$ cat config.mk
export PLATFORM = sky130hd
export DESIGN_NAME = serial_frame_parser
export DESIGN_NICKNAME = d
export VERILOG_FILES = /design/src/rtl/sfp_pkg.sv /design/src/rtl/sfp_step.sv /design/src/rtl/serial_frame_parser.sv
export SDC_FILE = /design/constraint.sdc
export NUM_CORES = 1
export LEC_CHECK = 0
export BUFFER_PORTS_ARGS = -buffer_cell sky130_fd_sc_hd__buf_2
export CAP_MARGIN = 20
export CORE_MARGIN = 1
export CORE_UTILIZATION = 40
export DETAILED_ROUTE_END_ITERATION = 8
export HOLD_SLACK_MARGIN = 0.03
export SETUP_SLACK_MARGIN = 0.4
export SYNTH_ARGS = -nofsm -noshare
export SYNTH_HDL_FRONTEND = slang
export SYNTH_HIERARCHICAL = 1
export SYNTH_SLANG_ARGS = --single-unit
$ cat constraint.sdc
create_clock -name clk -period 5.2 [get_ports clk]
set_input_delay 1.04 -clock clk [delete_from_list [all_inputs] [get_ports clk]]
set_output_delay 1.04 -clock clk [all_outputs]
set_load 0.02 [all_outputs]
$ cat src/rtl/sfp_pkg.sv
// ----------------------------------------------------------------------------
// sfp_pkg
// Shared types and constants for the serial frame parser.
// ----------------------------------------------------------------------------
package sfp_pkg;

  localparam int unsigned BYTE_W  = 8;
  localparam int unsigned LIMIT_W = 9;
  localparam int unsigned TAG_W   = 3;
  localparam int unsigned CFG_W   = 9;
  localparam int unsigned CFG_IDX_W = 2;

  localparam logic [CFG_IDX_W-1:0] CFG_HEADER_VALUE = 2'd0;
  localparam logic [CFG_IDX_W-1:0] CFG_LENGTH_LIMIT = 2'd1;
  localparam logic [CFG_IDX_W-1:0] CFG_PORT_TAG     = 2'd2;

  localparam logic [BYTE_W-1:0]  HEADER_RST = 8'd0;
  localparam logic [LIMIT_W-1:0] LIMIT_RST  = 9'd256;
  localparam logic [TAG_W-1:0]   TAG_RST    = 3'd0;

  // byte count after the length byte has been taken
  localparam logic [BYTE_W-1:0] LEN_BYTE_COUNT = 8'd4;

  typedef enum logic [3:0] {
    PH_IDLE = 4'b0001,
    PH_ID   = 4'b0010,
    PH_HDR  = 4'b0100,
    PH_DATA = 4'b1000
  } phase_t;

  typedef struct packed {
    phase_t            phase;
    logic [BYTE_W-1:0] byte_count;
    logic [BYTE_W-1:0] captured_id;
    logic [BYTE_W-1:0] captured_length;
  } frame_state_t;

  localparam frame_state_t STATE_RST = '{
    phase:           PH_IDLE,
    byte_count:      8'd0,
    captured_id:     8'd0,
    captured_length: 8'd0
  };

  typedef struct packed {
    logic [BYTE_W-1:0] data_byte;
    logic              in_frame;
    logic [BYTE_W-1:0] position;
    logic              frame_done;
    logic              frame_abort;
    logic [BYTE_W-1:0] message_id;
    logic [BYTE_W-1:0] total_length;
    logic [TAG_W-1:0]  channel_tag;
  } frame_result_t;

endpackage

$ cat src/rtl/sfp_step.sv
// ----------------------------------------------------------------------------
// sfp_step
// Per-byte frame state update and result formation.
// ----------------------------------------------------------------------------
module sfp_step (
  input  sfp_pkg::frame_state_t           cur,
  input  logic [sfp_pkg::BYTE_W-1:0]      byte_in,
  input  logic [sfp_pkg::BYTE_W-1:0]      header_value,
  input  logic [sfp_pkg::LIMIT_W-1:0]     length_limit,
  input  logic [sfp_pkg::TAG_W-1:0]       port_tag,
  output sfp_pkg::frame_state_t           nxt,
  output sfp_pkg::frame_result_t          res
);

  logic [sfp_pkg::BYTE_W-1:0] count_inc;
  logic                       finish;

  assign count_inc = sfp_pkg::BYTE_W'(cur.byte_count + 8'd1);

  always_comb begin
    nxt    = cur;
    finish = 1'b0;
    res    = '0;
    res.data_byte = byte_in;
    case (cur.phase)
      sfp_pkg::PH_IDLE: begin
        if (byte_in == header_value) begin
          res.in_frame        = 1'b1;
          nxt.byte_count      = 8'd1;
          nxt.captured_id     = 8'd0;
          nxt.captured_length = 8'd0;
          nxt.phase           = sfp_pkg::PH_ID;
        end
      end
      sfp_pkg::PH_ID: begin
        res.in_frame    = 1'b1;
        res.position    = cur.byte_count;
        nxt.byte_count  = count_inc;
        nxt.captured_id = byte_in;
        nxt.phase       = sfp_pkg::PH_HDR;
      end
      sfp_pkg::PH_HDR: begin
        res.in_frame   = 1'b1;
        res.position   = cur.byte_count;
        nxt.byte_count = count_inc;
        if (count_inc == sfp_pkg::LEN_BYTE_COUNT) begin
          nxt.captured_length = byte_in;
          if ({1'b0, byte_in} >= length_limit) begin
            res.frame_abort = 1'b1;
            finish          = 1'b1;
          end else begin
            nxt.phase = sfp_pkg::PH_DATA;
          end
        end
      end
      sfp_pkg::PH_DATA: begin
        res.in_frame   = 1'b1;
        res.position   = cur.byte_count;
        nxt.byte_count = count_inc;
        if (count_inc >= cur.captured_length) begin
          res.frame_done  = 1'b1;
          res.channel_tag = port_tag;
          finish          = 1'b1;
        end
      end
      default: begin
        nxt = sfp_pkg::STATE_RST;
      end
    endcase
    if (res.in_frame) begin
      res.message_id   = nxt.captured_id;
      res.total_length = nxt.captured_length;
    end
    if (finish) begin
      nxt = sfp_pkg::STATE_RST;
    end
  end

endmodule

$ cat src/rtl/serial_frame_parser.sv
// Result: registered from the accepted byte, valid in the cycle after acceptance.
// Throughput: one byte per cycle while in_ready is high; the frame state updates in the accept cycle.
// in_ready falls only while a result is held and out_ready is low.
// Reset (synchronous, rst_n low): parser back to hunting, counters and
// captures zero, registers to header 0, limit 256, tag 0, output empty.
// ----------------------------------------------------------------------------
// serial_frame_parser
// Byte-stream frame parser with header hunt, length check and abort.
// ----------------------------------------------------------------------------
module serial_frame_parser (
  input  logic                               clk,
  input  logic                               rst_n,
  input  logic                               cfg_we,
  input  logic [sfp_pkg::CFG_IDX_W-1:0]      cfg_index,
  input  logic [sfp_pkg::CFG_W-1:0]          cfg_data,
  input  logic                               in_valid,
  output logic                               in_ready,
  input  logic [sfp_pkg::BYTE_W-1:0]         in_byte_in,
  output logic                               out_valid,
  input  logic                               out_ready,
  output logic [sfp_pkg::BYTE_W-1:0]         out_data_byte,
  output logic                               out_in_frame,
  output logic [sfp_pkg::BYTE_W-1:0]         out_position,
  output logic                               out_frame_done,
  output logic                               out_frame_abort,
  output logic [sfp_pkg::BYTE_W-1:0]         out_message_id,
  output logic [sfp_pkg::BYTE_W-1:0]         out_total_length,
  output logic [sfp_pkg::TAG_W-1:0]          out_channel_tag
);

  logic [sfp_pkg::BYTE_W-1:0]  header_value_r;
  logic [sfp_pkg::LIMIT_W-1:0] length_limit_r;
  logic [sfp_pkg::TAG_W-1:0]   port_tag_r;

  sfp_pkg::frame_state_t  state_r;
  sfp_pkg::frame_state_t  state_nxt;
  sfp_pkg::frame_result_t res_nxt;
  sfp_pkg::frame_result_t res_r;
  logic                   out_valid_r;
  logic                   in_take;

  assign in_ready = ~out_valid_r | out_ready;
  assign in_take  = in_valid & in_ready;

  sfp_step u_step (
    .cur          (state_r),
    .byte_in      (in_byte_in),
    .header_value (header_value_r),
    .length_limit (length_limit_r),
    .port_tag     (port_tag_r),
    .nxt          (state_nxt),
    .res          (res_nxt)
  );

  always_ff @(posedge clk) begin
    if (!rst_n) begin
      header_value_r <= sfp_pkg::HEADER_RST;
      length_limit_r <= sfp_pkg::LIMIT_RST;
      port_tag_r     <= sfp_pkg::TAG_RST;
    end else if (cfg_we) begin
      case (cfg_index)
        sfp_pkg::CFG_HEADER_VALUE: header_value_r <= cfg_data[sfp_pkg::BYTE_W-1:0];
        sfp_pkg::CFG_LENGTH_LIMIT: length_limit_r <= cfg_data[sfp_pkg::LIMIT_W-1:0];
        sfp_pkg::CFG_PORT_TAG:     port_tag_r     <= cfg_data[sfp_pkg::TAG_W-1:0];
        default: ;
      endcase
    end
  end

  always_ff @(posedge clk) begin
    if (!rst_n) begin
      state_r     <= sfp_pkg::STATE_RST;
      out_valid_r <= 1'b0;
    end else begin
      if (in_take) begin
        state_r <= state_nxt;
      end
      if (in_take) begin
        out_valid_r <= 1'b1;
      end else if (out_ready) begin
        out_valid_r <= 1'b0;
      end
    end
  end

  always_ff @(posedge clk) begin
    if (in_take) begin
      res_r <= res_nxt;
    end
  end

  assign out_valid        = out_valid_r;
  assign out_data_byte    = res_r.data_byte;
  assign out_in_frame     = res_r.in_frame;
  assign out_position     = res_r.position;
  assign out_frame_done   = res_r.frame_done;
  assign out_frame_abort  = res_r.frame_abort;
  assign out_message_id   = res_r.message_id;
  assign out_total_length = res_r.total_length;
  assign out_channel_tag  = res_r.channel_tag;

  // a finished or dropped frame always leaves the parser hunting
  a_finish_to_idle: assert property (@(posedge clk) disable iff (!rst_n)
    (in_take && (res_nxt.frame_done || res_nxt.frame_abort))
      |=> (state_r.phase == sfp_pkg::PH_IDLE))
    else $error("parser not hunting after frame end");

  a_done_xor_abort: assert property (@(posedge clk) disable iff (!rst_n)
    out_valid_r |-> !(res_r.frame_done && res_r.frame_abort))
    else $error("frame both done and aborted");

  a_idle_out_clear: assert property (@(posedge clk) disable iff (!rst_n)
    (out_valid_r && !res_r.in_frame)
      |-> (res_r.position == 8'd0 && res_r.message_id == 8'd0
           && res_r.total_length == 8'd0 && !res_r.frame_done))
    else $error("stray frame fields outside a frame");

  a_count_in_frame: assert property (@(posedge clk) disable iff (!rst_n)
    (state_r.phase != sfp_pkg::PH_IDLE) |-> (state_r.byte_count != 8'd0))
    else $error("zero byte count inside a frame");

endmodule
* Word-level counts from Yosys, hierarchy flattened *
Index checks and enable logic that the tools add are counted.

word-level totals
  output and inout bits = 40
  word-level logic and storage cells = 62
  input bits = 24
  register bits after elaboration = 87

operators by class
  order comparisons = 2
  mux-type cells = 17
  reductions and logical operators = 11
  add/sub/neg operators = 1
  bitwise logic cells = 3
  equal/unequal tests = 12

operators by type and width
  operator               count
  $mux W28               2
  $pmux W8 S3            2
  $pmux W4 S4            1
  $pmux W8 S2            1
  $reduce_and A2 Y1      5
  $ge A8 B9 Y1           1
  $add A8 B1 Y8 const B  1
  $eq A8 B3 Y1 const B   1
  $eq A8 B8 Y1           1
  $ge A8 B8 Y1           1
  $mux W4                2
  $mux W8                1
  $mux W1                6
  $ne A3 B1 Y1 const B   2
  $reduce_and A5 Y1      1
  $eq A4 B1 Y1 const B   1
  $eq A4 B2 Y1 const B   1
  $eq A4 B3 Y1 const B   1
  $eq A4 B4 Y1 const B   1
  $pmux W1 S2            2
  $reduce_or A2 Y1       2
  $ne A3 B2 Y1 const B   1
  $reduce_or A3 Y1       1
  $eq A2 B1 Y1 const B   1
  other kinds (7)        7

* Longest topological paths before layout *
Gate-level depths: netlist of run 1.

  depth in word-level cells = 6
  gate-level depth with buffers = 13
  mapped depth without buffers = 13

* Cells and area by module *
The synthesis of run 1 kept the hierarchy.

modules (own cells, without submodules)
  module               times used  cells each  area each (sq um)
  serial_frame_parser  1           241         3,026.7
  sfp_step             1           220         1,634.1

* Worst setup path after synthesis of run 1 *
OpenSTA, ideal clock, no wires.

  kind = register to register
  from = register state_r[16] (netlist bit)
  to = register state_r[18] (netlist bit)
  data arrival time = 2.749 ns
  setup slack = 2.379 ns
  required time = 5.128 ns
  buffers on the path = 0
  library setup time = 0.072 ns
  stages on the path, launching flop included = 14
  cell sequence = dfxtp_1 > ha_1 > nand3_1 > nor2_1 > xor2_1 > ha_1 > a211oi_1 > and3_1 > o21ai_1 > nand2_1 > inv_2 > nor4_1 > nand2_1 > mux2i_1

RTL lines
  what                    line                       source
  from (decl)             serial_frame_parser.sv:35  sfp_pkg::frame_state_t state_r;
  from (signal assigned)  serial_frame_parser.sv:72  state_r <= sfp_pkg::STATE_RST;
  from (signal assigned)  serial_frame_parser.sv:76  state_r <= state_nxt;

==> summary.txt, run 1 <==
Status
  – Status: finished, final reports clean

Routing
  – First-pass iteration count of the detailed router: 4
  – Drt via density: around 5.4
  – Initial DRC count: ~130
  – Met2 WL post-DR: about 5000 um
  – Antenna Nets Post-Route: 0
  – Top routing layer in use: met4
  – Routed WL: 10300 um
  – Metal-1 WL: 4830 um
  – Met3 wire len: 442 um
  – Drt drc: 0
  – Wire per inst: 15.8 um
  – Vias: 3514

Synth
  – Most used DFF post-synth: dfxtp_1
  – Synth Register Bits: 87
  – Post-synth top area share: 24.5%
  – Post-Syn Nets: approximately 500
  – Syn Inst Count: 461
  – Netlist Area Pre-Place: approximately 4700 um^2
  – Sequential fraction of the synthesis area: between 40% and 50%
  – Area leader, netlist: edfxtp_1
  – Number of synthesis warnings: 6
  – Fraction of registers with async set/reset: 0%
  – Syn_area_per_cell: 10.1 um^2
  – Cell with the most instances after synthesis: nand2_1
  – Cell variety after synth: 61
  – Number of synthesized flops with an enable pin: 38
  – Top post-synthesis cells by area: edfxtp_1 (24%), dfxtp_1 (21%), nand2_1 (6.2%), mux2i_1 (6.0%), ha_1 (4.8%)
  – Commonest cells post-synth: nand2_1 (77), dfxtp_1 (49), edfxtp_1 (38)

Placement
  – DP HPWL: 7170 um
  – Pre-CTS worst setup slack: roughly 1.9 ns
  – PortBufs: 63
  – Placer congestion estimate: approximately 0.84
  – DP Area: between 4000 and 5000 um^2
  – Inst Count DP: 637

Timing
  – RSZ-0062 raised after global routing: false
  – Post-Route Setup TNS: 0 ns
  – Tmin final: around 3.3 ns
  – Worst-Margin Slew: 0.981 ns
  – Max Transition Viols Final: 0
  – Final Skew: around 0.0079 ns
  – Slew headroom: between 30% and 40%
  – Peak Freq: 301 MHz
  – Setup ws final: 1.88 ns
  – Hold_ws: 0.460 ns
  – Period utilization: 63.9%
  – # setup viols final: 0
  – Final hold vios: 0

Power
  – Clock power share: 43.5%
  – Peak supply drop: 145 uV
  – Net Sw Power: 0.375 mW
  – Gate power share: 7.9%
  – Power Total: between 1.5 and 2 mW
  – Sw Ratio: 24.6%
  – Sequential power share: roughly half
  – Power Internal: 1.15 mW
  – Static leakage: around 2.2 nW
  – PwrDens: 289 nW/um^2

Layout
  – Inserted Diodes: 0
  – Final instance area: 5280 um^2
  – Layout cells sized above 1: 23.1%
  – Area grow syn2layout: 13.3%
  – Number of fill cells: 1089
  – Final non-filler cell total: 653
  – Final nets: 547
  – Core Util, Final: 46.4%

Global routing
  – Tot GR Track Use: 18.4%
  – Vias in the first global route: 3261
  – First-pass GRT wire length: around 17000 um
  – Initial antenna violation count: 0
  – Gr ovfl total: 0
  – Largest net degree at the start of global routing: 67

Clocking
  – Post-CTS setup repair buffer count: 0
  – CTS Hold Bufs: 0
  – Num CTS Buffers: 9
  – H-tree depth: 3
  – Clock Tree Root: clkbuf_16
  – CTS tree: done
  – Clk slew on worst S/H paths: 0.07 ns
  – # clock sinks: 87
  – Clock buffer depth: 2
  – PostCTS Resize Cnt: 0
  – Clk Latency, worst-skew pair: 0.35 ns

Worst setup path
  – CP Launch Type: register
  – Setup CP Type: reg -> reg
  – Crit-path leading delay family: simple AND/OR/NAND/NOR gates
  – Buffer and inverter count on the worst path: 1
  – CP Depth: 13
  – CP required: about 5.5 ns
  – CP peak stage delay: 0.50 ns
  – Worst EP arrival: roughly 3.6 ns
  – Cell count of the worst reg-to-reg path: 13
  – Cell breakdown of the critical path: ha_1 > nand3_1 > nor2_1 > xor2_1 > ha_1 > a211oi_1 > and3_1 > o21ai_1 > nand2_1 > inv_2 > nor4_1 > nand2_1 > mux2i_1
  – Slowest CP cell: dfxtp_1
  – Setup crit end kind: register
  – Max FO, Critical Path: 11

Hold path
  – Hold Path Depth: 2
  – Hold WC Path Type: reg -> reg

Floorplanning
  – # IOs: 64
  – Die area: 12100 um^2
  – Die H: 110 um
  – Core Rows: 39
  – Starting Density: around two fifths
  – Die X: 110 um
  – Placeable Area: 11400 um^2

Job
  – Max Cap Viol: 0
-- worst register-to-register path, delay by kind of cell, from the launching register on --
family,cells,cell delay [ns]
buffers and inverters,1,0.14
AO/OA/AOI/OAI,2,0.43
multiplexers,1,0.13
flip-flops,1,0.50
XOR/XNOR,1,0.22
AND/OR/NAND/NOR,6,1.24
adder cells (fa/ha/maj),2,0.61
-- layout make-up --
cell class,instances,area [um^2],share of cell area (%)
repair buffers,65,330,6.26
flip-flops and latches,87,2120,40.2
inverters,21,78.8,1.49
well taps,143,179,3.39
clock buffers,9,225,4.27
multi-input cells,321,2270,42.9
clock inverters,7,78.8,1.49
-- per-layer routing --
metal | track usage (%) | up-vias
met5 | 0 | -
met4 | 8.86 | 0
met3 | 2.55 | 17
met2 | 30.1 | 87
met1 | 23.9 | 1669
li1 | - | 1741
-- final timing paths --
check / from / endpoint / slack (ns)
max: state_r[16] / state_r[18] / 1.88
min: state_r[12] / state_r[12] / 0.46
max reg2reg: state_r[16] / state_r[18] / 1.88
min reg2reg: state_r[12] / state_r[12] / 0.46
-- registers in the layout (all words and copies together), names as in the netlist --
| name | flops |
|---|---|
| out_position | 8 |
| header_value_r | 8 |
| out_frame_done | 1 |
| out_total_length | 8 |
| out_frame_abort | 1 |
| out_message_id | 8 |
| out_in_frame | 1 |
| length_limit_r | 9 |
| out_channel_tag | 3 |
| port_tag_r | 3 |
| out_valid | 1 |
| out_data_byte | 8 |
| state_r | 28 |
-- power groups by stage --
stage	Clock [mW]	Sequential (mW)	Combinational, mW
3_3_place_gp	0	0.756	0.120
3_5_place_dp	0	0.757	0.121
6_report	0.663	0.741	0.121
2_1_floorplan	0	0.775	0.0631
4_1_cts	0.674	0.742	0.122
5_1_grt	0.702	0.743	0.133
-- cell families (layout without fill, tap and decap cells) --
family	count (synthesis)	count (layout)	share of synthesized area [%]
multiplexers	28	28	6.01
XOR/XNOR	17	17	3.52
buffers and inverters	53	102	5.91
adder cells (fa/ha/maj)	18	18	4.83
flip-flops	87	87	45.5
AND/OR/NAND/NOR	163	163	18.6
AO/OA/AOI/OAI	95	95	15.6
-- cells in the final DEF, fill, tap and decap left out, drive strengths merged, types with 15 or more instances in the layout --
cell,count
nor2,15
nand3,28
ha,18
a21boi,16
edfxtp,38
buf,65
dfxtp,49
mux2i,28
inv,24
o21ai,34
nand2,78
No activity file was read; power rests on OpenSTA's default activity.
==> run 2: changes to the inputs <==
==> constraint.sdc (replaced) <==
create_clock -name clk -period 3.1 [get_ports clk]
set_input_delay 0.62 -clock clk [delete_from_list [all_inputs] [get_ports clk]]
set_output_delay 0.62 -clock clk [all_outputs]
set_load 0.02 [all_outputs]
==> summary.txt, run 2 (synthesis gave the netlist of run 1 again) <==
Worst setup path
  – Cell breakdown of the critical path: ha_4 > nand3_4 > nor2_4 > xor2_2 > ha_1 > a211oi_2 > and3_4 > o21ai_4 > a22oi_4 > a21boi_1 > nand2_1 > mux2i_1
  – Slowest CP cell: dfxtp_2
  – CP Launch Type: register
  – Setup CP Type: reg -> reg
  – Worst EP arrival: around 2.8 ns
  – CP peak stage delay: 0.36 ns
  – Flop2flop setup slack: 0.55 ns
  – Buffer and inverter count on the worst path: 0
  – Setup crit end kind: register
  – Crit-path leading delay family: compound AO/OA/AOI/OAI gates
  – Max FO, Critical Path: 6
  – CP required: 3.37 ns

Clocking
  – Clock Tree Root: clkbuf_16
  – # clock sinks: 87
  – Clk Latency, worst-skew pair: 0.34 ns
  – Num CTS Buffers: 9
  – Clk slew on worst S/H paths: around 0.060 ns
  – H-tree depth: 3
  – CTS tree: done
  – Clock buffer depth: 2

Timing
  – Post-Route Setup TNS: 0 ns
  – Max Transition Viols Final: 0
  – Final Skew: 0.0104 ns
  – Peak Freq: 391 MHz
  – RSZ-0062 raised after global routing: false
  – Setup ws final: 0.545 ns
  – Worst-Margin Slew: 0.877 ns
  – # setup viols final: 0
  – Tmin final: 2.55 ns
  – Slew headroom: between 40 and 50%
  – Final hold vios: 0
  – Period utilization: 82.4%

Power
  – Static leakage: 2.30 nW
  – Peak supply drop: 211 uV
  – PwrDens: 444 nW/um^2

Floorplanning
  – Die area: 12100 um^2
  – Core Rows: 39
  – # IOs: 64
  – Die X: approximately 110 um
  – Placeable Area: 11400 um^2
  – Die H: around 110 um
  – Starting Density: 41.0%

Layout
  – Number of fill cells: 1053
  – Register area: 2130 um^2
  – Area grow syn2layout: 19.2%
  – Inserted Diodes: 0
  – Final instance area: 5560 um^2
  – Footprint of the multi-input gates: 2370 um^2
  – Layout cells sized above 1: between 20% and 30%
  – Biggest register: state_r
  – Final non-filler cell total: 675
  – Final nets: 569
  – Max FFs per register: 28
  – Largest registers: state_r x28, length_limit_r x9
  – Most common cell after layout, fill and taps aside: nand2_1
  – Most frequent cells in the layout: nand2_1 (76), buf_2 (63), dfxtp_1 (44)

Routing
  – Initial DRC count: 149
  – Drt drc: 0
  – Drt via density: 5.32
  – First-pass iteration count of the detailed router: 5
  – Vias: 3593
  – Antenna Nets Post-Route: 0
  – Wire per inst: 16.7 um
  – Routed WL: 11200 um

Placement
  – DP HPWL: 7530 um
  – PortBufs: 63
  – Placer congestion estimate: 0.846
  – Inst Count DP: 648
  – DP Area: 5090 um^2
  – Pre-CTS worst setup slack: 0.225 ns

Status
  – Status: finished, final reports clean

Global routing
  – Largest net degree at the start of global routing: 50
  – Vias in the first global route: 3508
  – Gr ovfl total: 0
  – Tot GR Track Use: between 10% and 20%
  – Initial antenna violation count: 0
  – First-pass GRT wire length: 17900 um

Hold path
  – Hold WC Path Type: reg -> reg

Job
  – Max Cap Viol: 0
-- run 2: cell count changes in the layout (fill, tap and decap cells not counted), moves of 2 or more --
| cell | previous run | this run |
|---|---|---|
| dfxtp_2 | 0 | 5 |
| buf_6 | 0 | 2 |
| nor2_1 | 15 | 13 |
| inv_6 | 2 | 0 |
| xor2_1 | 12 | 10 |
| buf_4 | 2 | 19 |
| xor2_2 | 1 | 3 |
| buf_12 | 0 | 2 |
| dfxtp_1 | 49 | 44 |
-- run 2: power breakdown --
group          internal [mW]  total (mW)  switching (mW)
registers               1.23        1.24          0.0130
clock network          0.564        1.01           0.449
logic                 0.0708       0.215           0.144
-- run 2: repair_timing --
item | in CTS | in global routing
gates cloned | 1 | 0
hold buffers | 0 | 0
buffers inserted | 6 | 4
pin swaps | 5 | 9
setup endpoints to repair | 21 | 26
resized for setup | 4 | 18
-- run 2: metrics by stage --
| stage | hold WS [ns] | total power [mW] | util [%] |
|---|---|---|---|
| 2_1_floorplan | 0.431 | 1.41 | - |
| 3_3_place_gp | 0.438 | 1.48 | 44.8 |
| 3_5_place_dp | 0.450 | 1.48 | 44.8 |
| 4_1_cts | 0.459 | 2.49 | 47.9 |
| 5_1_grt | 0.464 | 2.55 | 48.9 |
| 6_report | 0.459 | 2.47 | 48.9 |
-- run 2: worst register-to-register path, stage by stage, from the launching register on --
cell,delay (ns)
dfxtp_2,0.36
ha_4,0.16
nand3_4,0.11
nor2_4,0.14
xor2_2,0.18
ha_1,0.29
a211oi_2,0.23
and3_4,0.22
o21ai_4,0.09
a22oi_4,0.29
a21boi_1,0.20
nand2_1,0.07
mux2i_1,0.16
-- run 2: final cells by class --
| type | instances | area share, % |
|---|---|---|
| multi-input combinational | 322 | 42.7 |
| timing repair buffer | 86 | 9.37 |
| tap | 143 | 3.22 |
| inverter | 21 | 1.42 |
| sequential | 87 | 38.3 |
| clock buffer | 11 | 4.37 |
| clock inverter | 5 | 0.608 |
-- run 2: layer usage --
| layer | GRT usage [%] | share of wire [%] |
|---|---|---|
| met1 | 26.1 | 47 |
| met2 | 32.1 | 47 |
| met3 | 2.67 | 4.3 |
| met4 | 8.67 | 2.3 |
| met5 | 0 | 0 |
-- run 2: final timing paths --
path                             startpoint          end  cells after the start
worst max-delay path            state_r[17]  state_r[11]                     12
worst min-delay path            state_r[13]  state_r[13]                      2
worst max register to register  state_r[17]  state_r[11]                     12
worst min register to register  state_r[13]  state_r[13]                      2
==> run 3: changes to the inputs <==
--- a/config.mk
+++ b/config.mk
@@ -5,6 +5,7 @@
 export SDC_FILE = /design/constraint.sdc
 export NUM_CORES = 1
 export LEC_CHECK = 0
+export ABC_AREA = 1
 export BUFFER_PORTS_ARGS = -buffer_cell sky130_fd_sc_hd__buf_2
 export CAP_MARGIN = 20
 export CORE_MARGIN = 1
==> constraint.sdc (replaced) <==
create_clock -name clk -period 2.4 [get_ports clk]
set_input_delay 0.48 -clock clk [delete_from_list [all_inputs] [get_ports clk]]
set_output_delay 0.48 -clock clk [all_outputs]
set_load 0.02 [all_outputs]
==> summary.txt, run 3 <==
Status
  – Status: complete, but fails checks
  – Failing checks: design-rule violations

Timing
  – Final Skew: 0.0108 ns
  – Setup ws final: 0.0852 ns
  – Tmin final: 2.31 ns
  – Hold_ws: 0.363 ns
  – Slew headroom: 53.8%
  – Post-Route Setup TNS: 0 ns
  – RSZ-0062 raised after global routing: true
  – Final hold vios: 0
  – Peak Freq: between 400 and 500 MHz
  – # setup viols final: 0
  – Max Transition Viols Final: 0
  – Period utilization: 96.4%
  – Worst-Margin Slew: 0.694 ns

Global routing
  – Initial antenna violation count: 0
  – Tot GR Track Use: 20.3%
  – First-pass GRT wire length: 19900 um
  – Largest net degree at the start of global routing: 57
  – Vias in the first global route: around 4200
  – Gr ovfl total: 0

Worst setup path
  – Flop2flop setup slack: approximately 0.085 ns
  – Worst r2r src: state_r[17]
  – CP Launch Type: register
  – Critical Path End: state_r[21]
  – Max FO, Critical Path: 6
  – RR Endpoint: state_r[21]
  – Setup CP Type: reg -> reg
  – Worst setup path start: state_r[17]
  – Cell count of the worst reg-to-reg path: 16
  – Worst EP arrival: between 2 and 3 ns
  – CP required: 2.68 ns
  – Setup crit end kind: register

Floorplanning
  – Starting Density: 41.7%
  – Placeable Area: between 10000 and 15000 um^2
  – Core Rows: 39
  – Die area: 12500 um^2
  – Die H: 112 um
  – # IOs: 64
  – Die X: 112 um

Clocking
  – # clock sinks: 87
  – Clk slew on worst S/H paths: around 0.070 ns
  – CTS Hold Bufs: 0
  – Clock buffer depth: 2
  – CTS tree: done
  – Num CTS Buffers: 9
  – Clock Tree Root: clkbuf_16
  – Clk Latency, worst-skew pair: 0.36 ns
  – H-tree depth: 3

Routing
  – Routed WL: 12100 um
  – Wire per inst: 13.8 um
  – Drt via density: 4.95
  – Antenna Nets Post-Route: 0
  – Vias: 4347
  – Initial DRC count: 200
  – First-pass iteration count of the detailed router: 7
  – Drt drc: 5

Synth
  – Area leader, netlist: edfxtp_1
  – Post-Syn Nets: 695
  – Share of synthesized cell area in full adder, half adder and majority cells: between 4 and 5%
  – Largest family of logic cells by synthesized area: simple AND/OR/NAND/NOR gates
  – Syn_area_per_cell: 7.39 um^2
  – Number of synthesis warnings: 6
  – Fraction of registers with async set/reset: 0%
  – Cell variety after synth: 29
  – Cell with the most instances after synthesis: nand2_1
  – Commonest cells post-synth: nand2_1 (142), inv_1 (108), nor2_1 (96)
  – Syn Inst Count: 653
  – Synth Area in Simple Gates: 27.6%
  – Most used DFF post-synth: dfxtp_1
  – XOR/XNOR share of the synthesized area: approximately 1.3%
  – Sequential fraction of the synthesis area: 44.0%
  – Synth Area in Compound Gates: 9.15%
  – Top post-synthesis cells by area: edfxtp_1 (24%), dfxtp_1 (20%), nand2_1 (11%), inv_1 (8.4%), nor2_1 (7.5%)
  – Netlist Area Pre-Place: 4830 um^2
  – Synth Register Bits: 87
  – Mux share of post-synthesis cell area: 0%
  – Number of synthesized flops with an enable pin: 38
  – Post-synth top area share: 23.6%

Power
  – PwrDens: between 600 and 700 nW/um^2
  – Power Total: a little under 4 mW
  – Peak supply drop: 321 uV
  – Static leakage: 2.82 nW

Layout
  – Final nets: 773
  – Inserted Diodes: 0
  – Area grow syn2layout: 25.1%
  – Biggest register: state_r
  – Max FFs per register: 28
  – Largest registers: state_r x28, length_limit_r x9
  – Final non-filler cell total: between 800 and 900
  – Most frequent cells in the layout: nand2_1 (129), inv_1 (102), nor2_1 (90)
  – Final instance area: around 6000 um^2
  – Core Util, Final: between 50% and 60%
  – Most common cell after layout, fill and taps aside: nand2_1
  – Number of fill cells: between 1000 and 1500
  – Layout cells sized above 1: 26.6%

Job
  – Max Cap Viol: 0

Placement
  – PortBufs: 63
  – Placer congestion estimate: 0.806
  – Pre-CTS worst setup slack: -0.156 ns
  – DP Area: 5300 um^2
  – DP HPWL: 7890 um
  – Inst Count DP: 845

Hold path
  – Hold WC Path Type: in -> reg
[run 3: cell types whose count changed after synthesis, sizes merged, moves of 28 or more]
cell,before,now
o21ai,34,4
mux2i,28,0
nand3,28,58
nand2,78,149
inv,21,109
a21oi,6,67
nor2,15,102
[run 3: per-layer routing]
layer | routed length (um) | track usage, % | vias to the layer above
li1 | - | - | 2208
met5 | 0 | 0 | -
met4 | 333 | 9.64 | 0
met3 | 752 | 2.94 | 25
met1 | 5290 | 25.5 | 2000
met2 | 5730 | 34.3 | 114
[run 3: repair_timing]
item | CTS | global route
gates cloned | 3 | 1
pin swaps | 20 | 17
setup endpoints to repair | 31 | 39
buffers inserted | 11 | 3
resized for setup | 36 | 31
[run 3: worst min-delay path by stage]
stage               cells after the start         startpoint                end
floorplan                               2  length_limit_r[8]  length_limit_r[8]
global placement                        2        state_r[11]        state_r[11]
detailed placement                      2         state_r[8]         state_r[8]
CTS                                     3        cfg_data[4]  length_limit_r[4]
global route                            3        cfg_data[4]  length_limit_r[4]
finish                                  3        cfg_data[4]  length_limit_r[4]
[run 3: layout make-up]
type	count	area, um^2	area share [%]
Tap cell	143	179	2.96
Sequential cell	87	2140	35.4
Inverter	111	417	6.90
Timing Repair Buffer	97	591	9.78
Clock buffer	10	250	4.15
Clock inverter	6	70.1	1.16
Multi-Input combinational cell	425	2390	39.6
[run 3: critical path, cell delays in order, from the launching register on]
cell     delay, ns
dfxtp_4       0.41
nand2_4       0.06
nor2_4        0.14
nand3_2       0.08
and2_1        0.15
inv_2         0.07
ha_4          0.20
a21oi_2       0.13
o21a_1        0.15
nand3_2       0.11
nand2_4       0.18
o21ai_4       0.14
a21oi_2       0.13
inv_1         0.05
nand3_1       0.07
nand2_1       0.05
nor2_1        0.11
[run 3: report_power, final]
part	internal, mW	switching (mW)
sequential	1.63	0.0526
clock	0.883	0.622
combinational	0.248	0.414
[run 3: kinds of logic (layout without fill, tap and decap cells)]
kind of cell,count (synthesis),after routing
AND/OR/NAND/NOR,315,316
buffers and inverters,145,224
flip-flops,87,87
AO/OA/AOI/OAI,81,84
adder cells (fa/ha/maj),18,18
XOR/XNOR,7,7
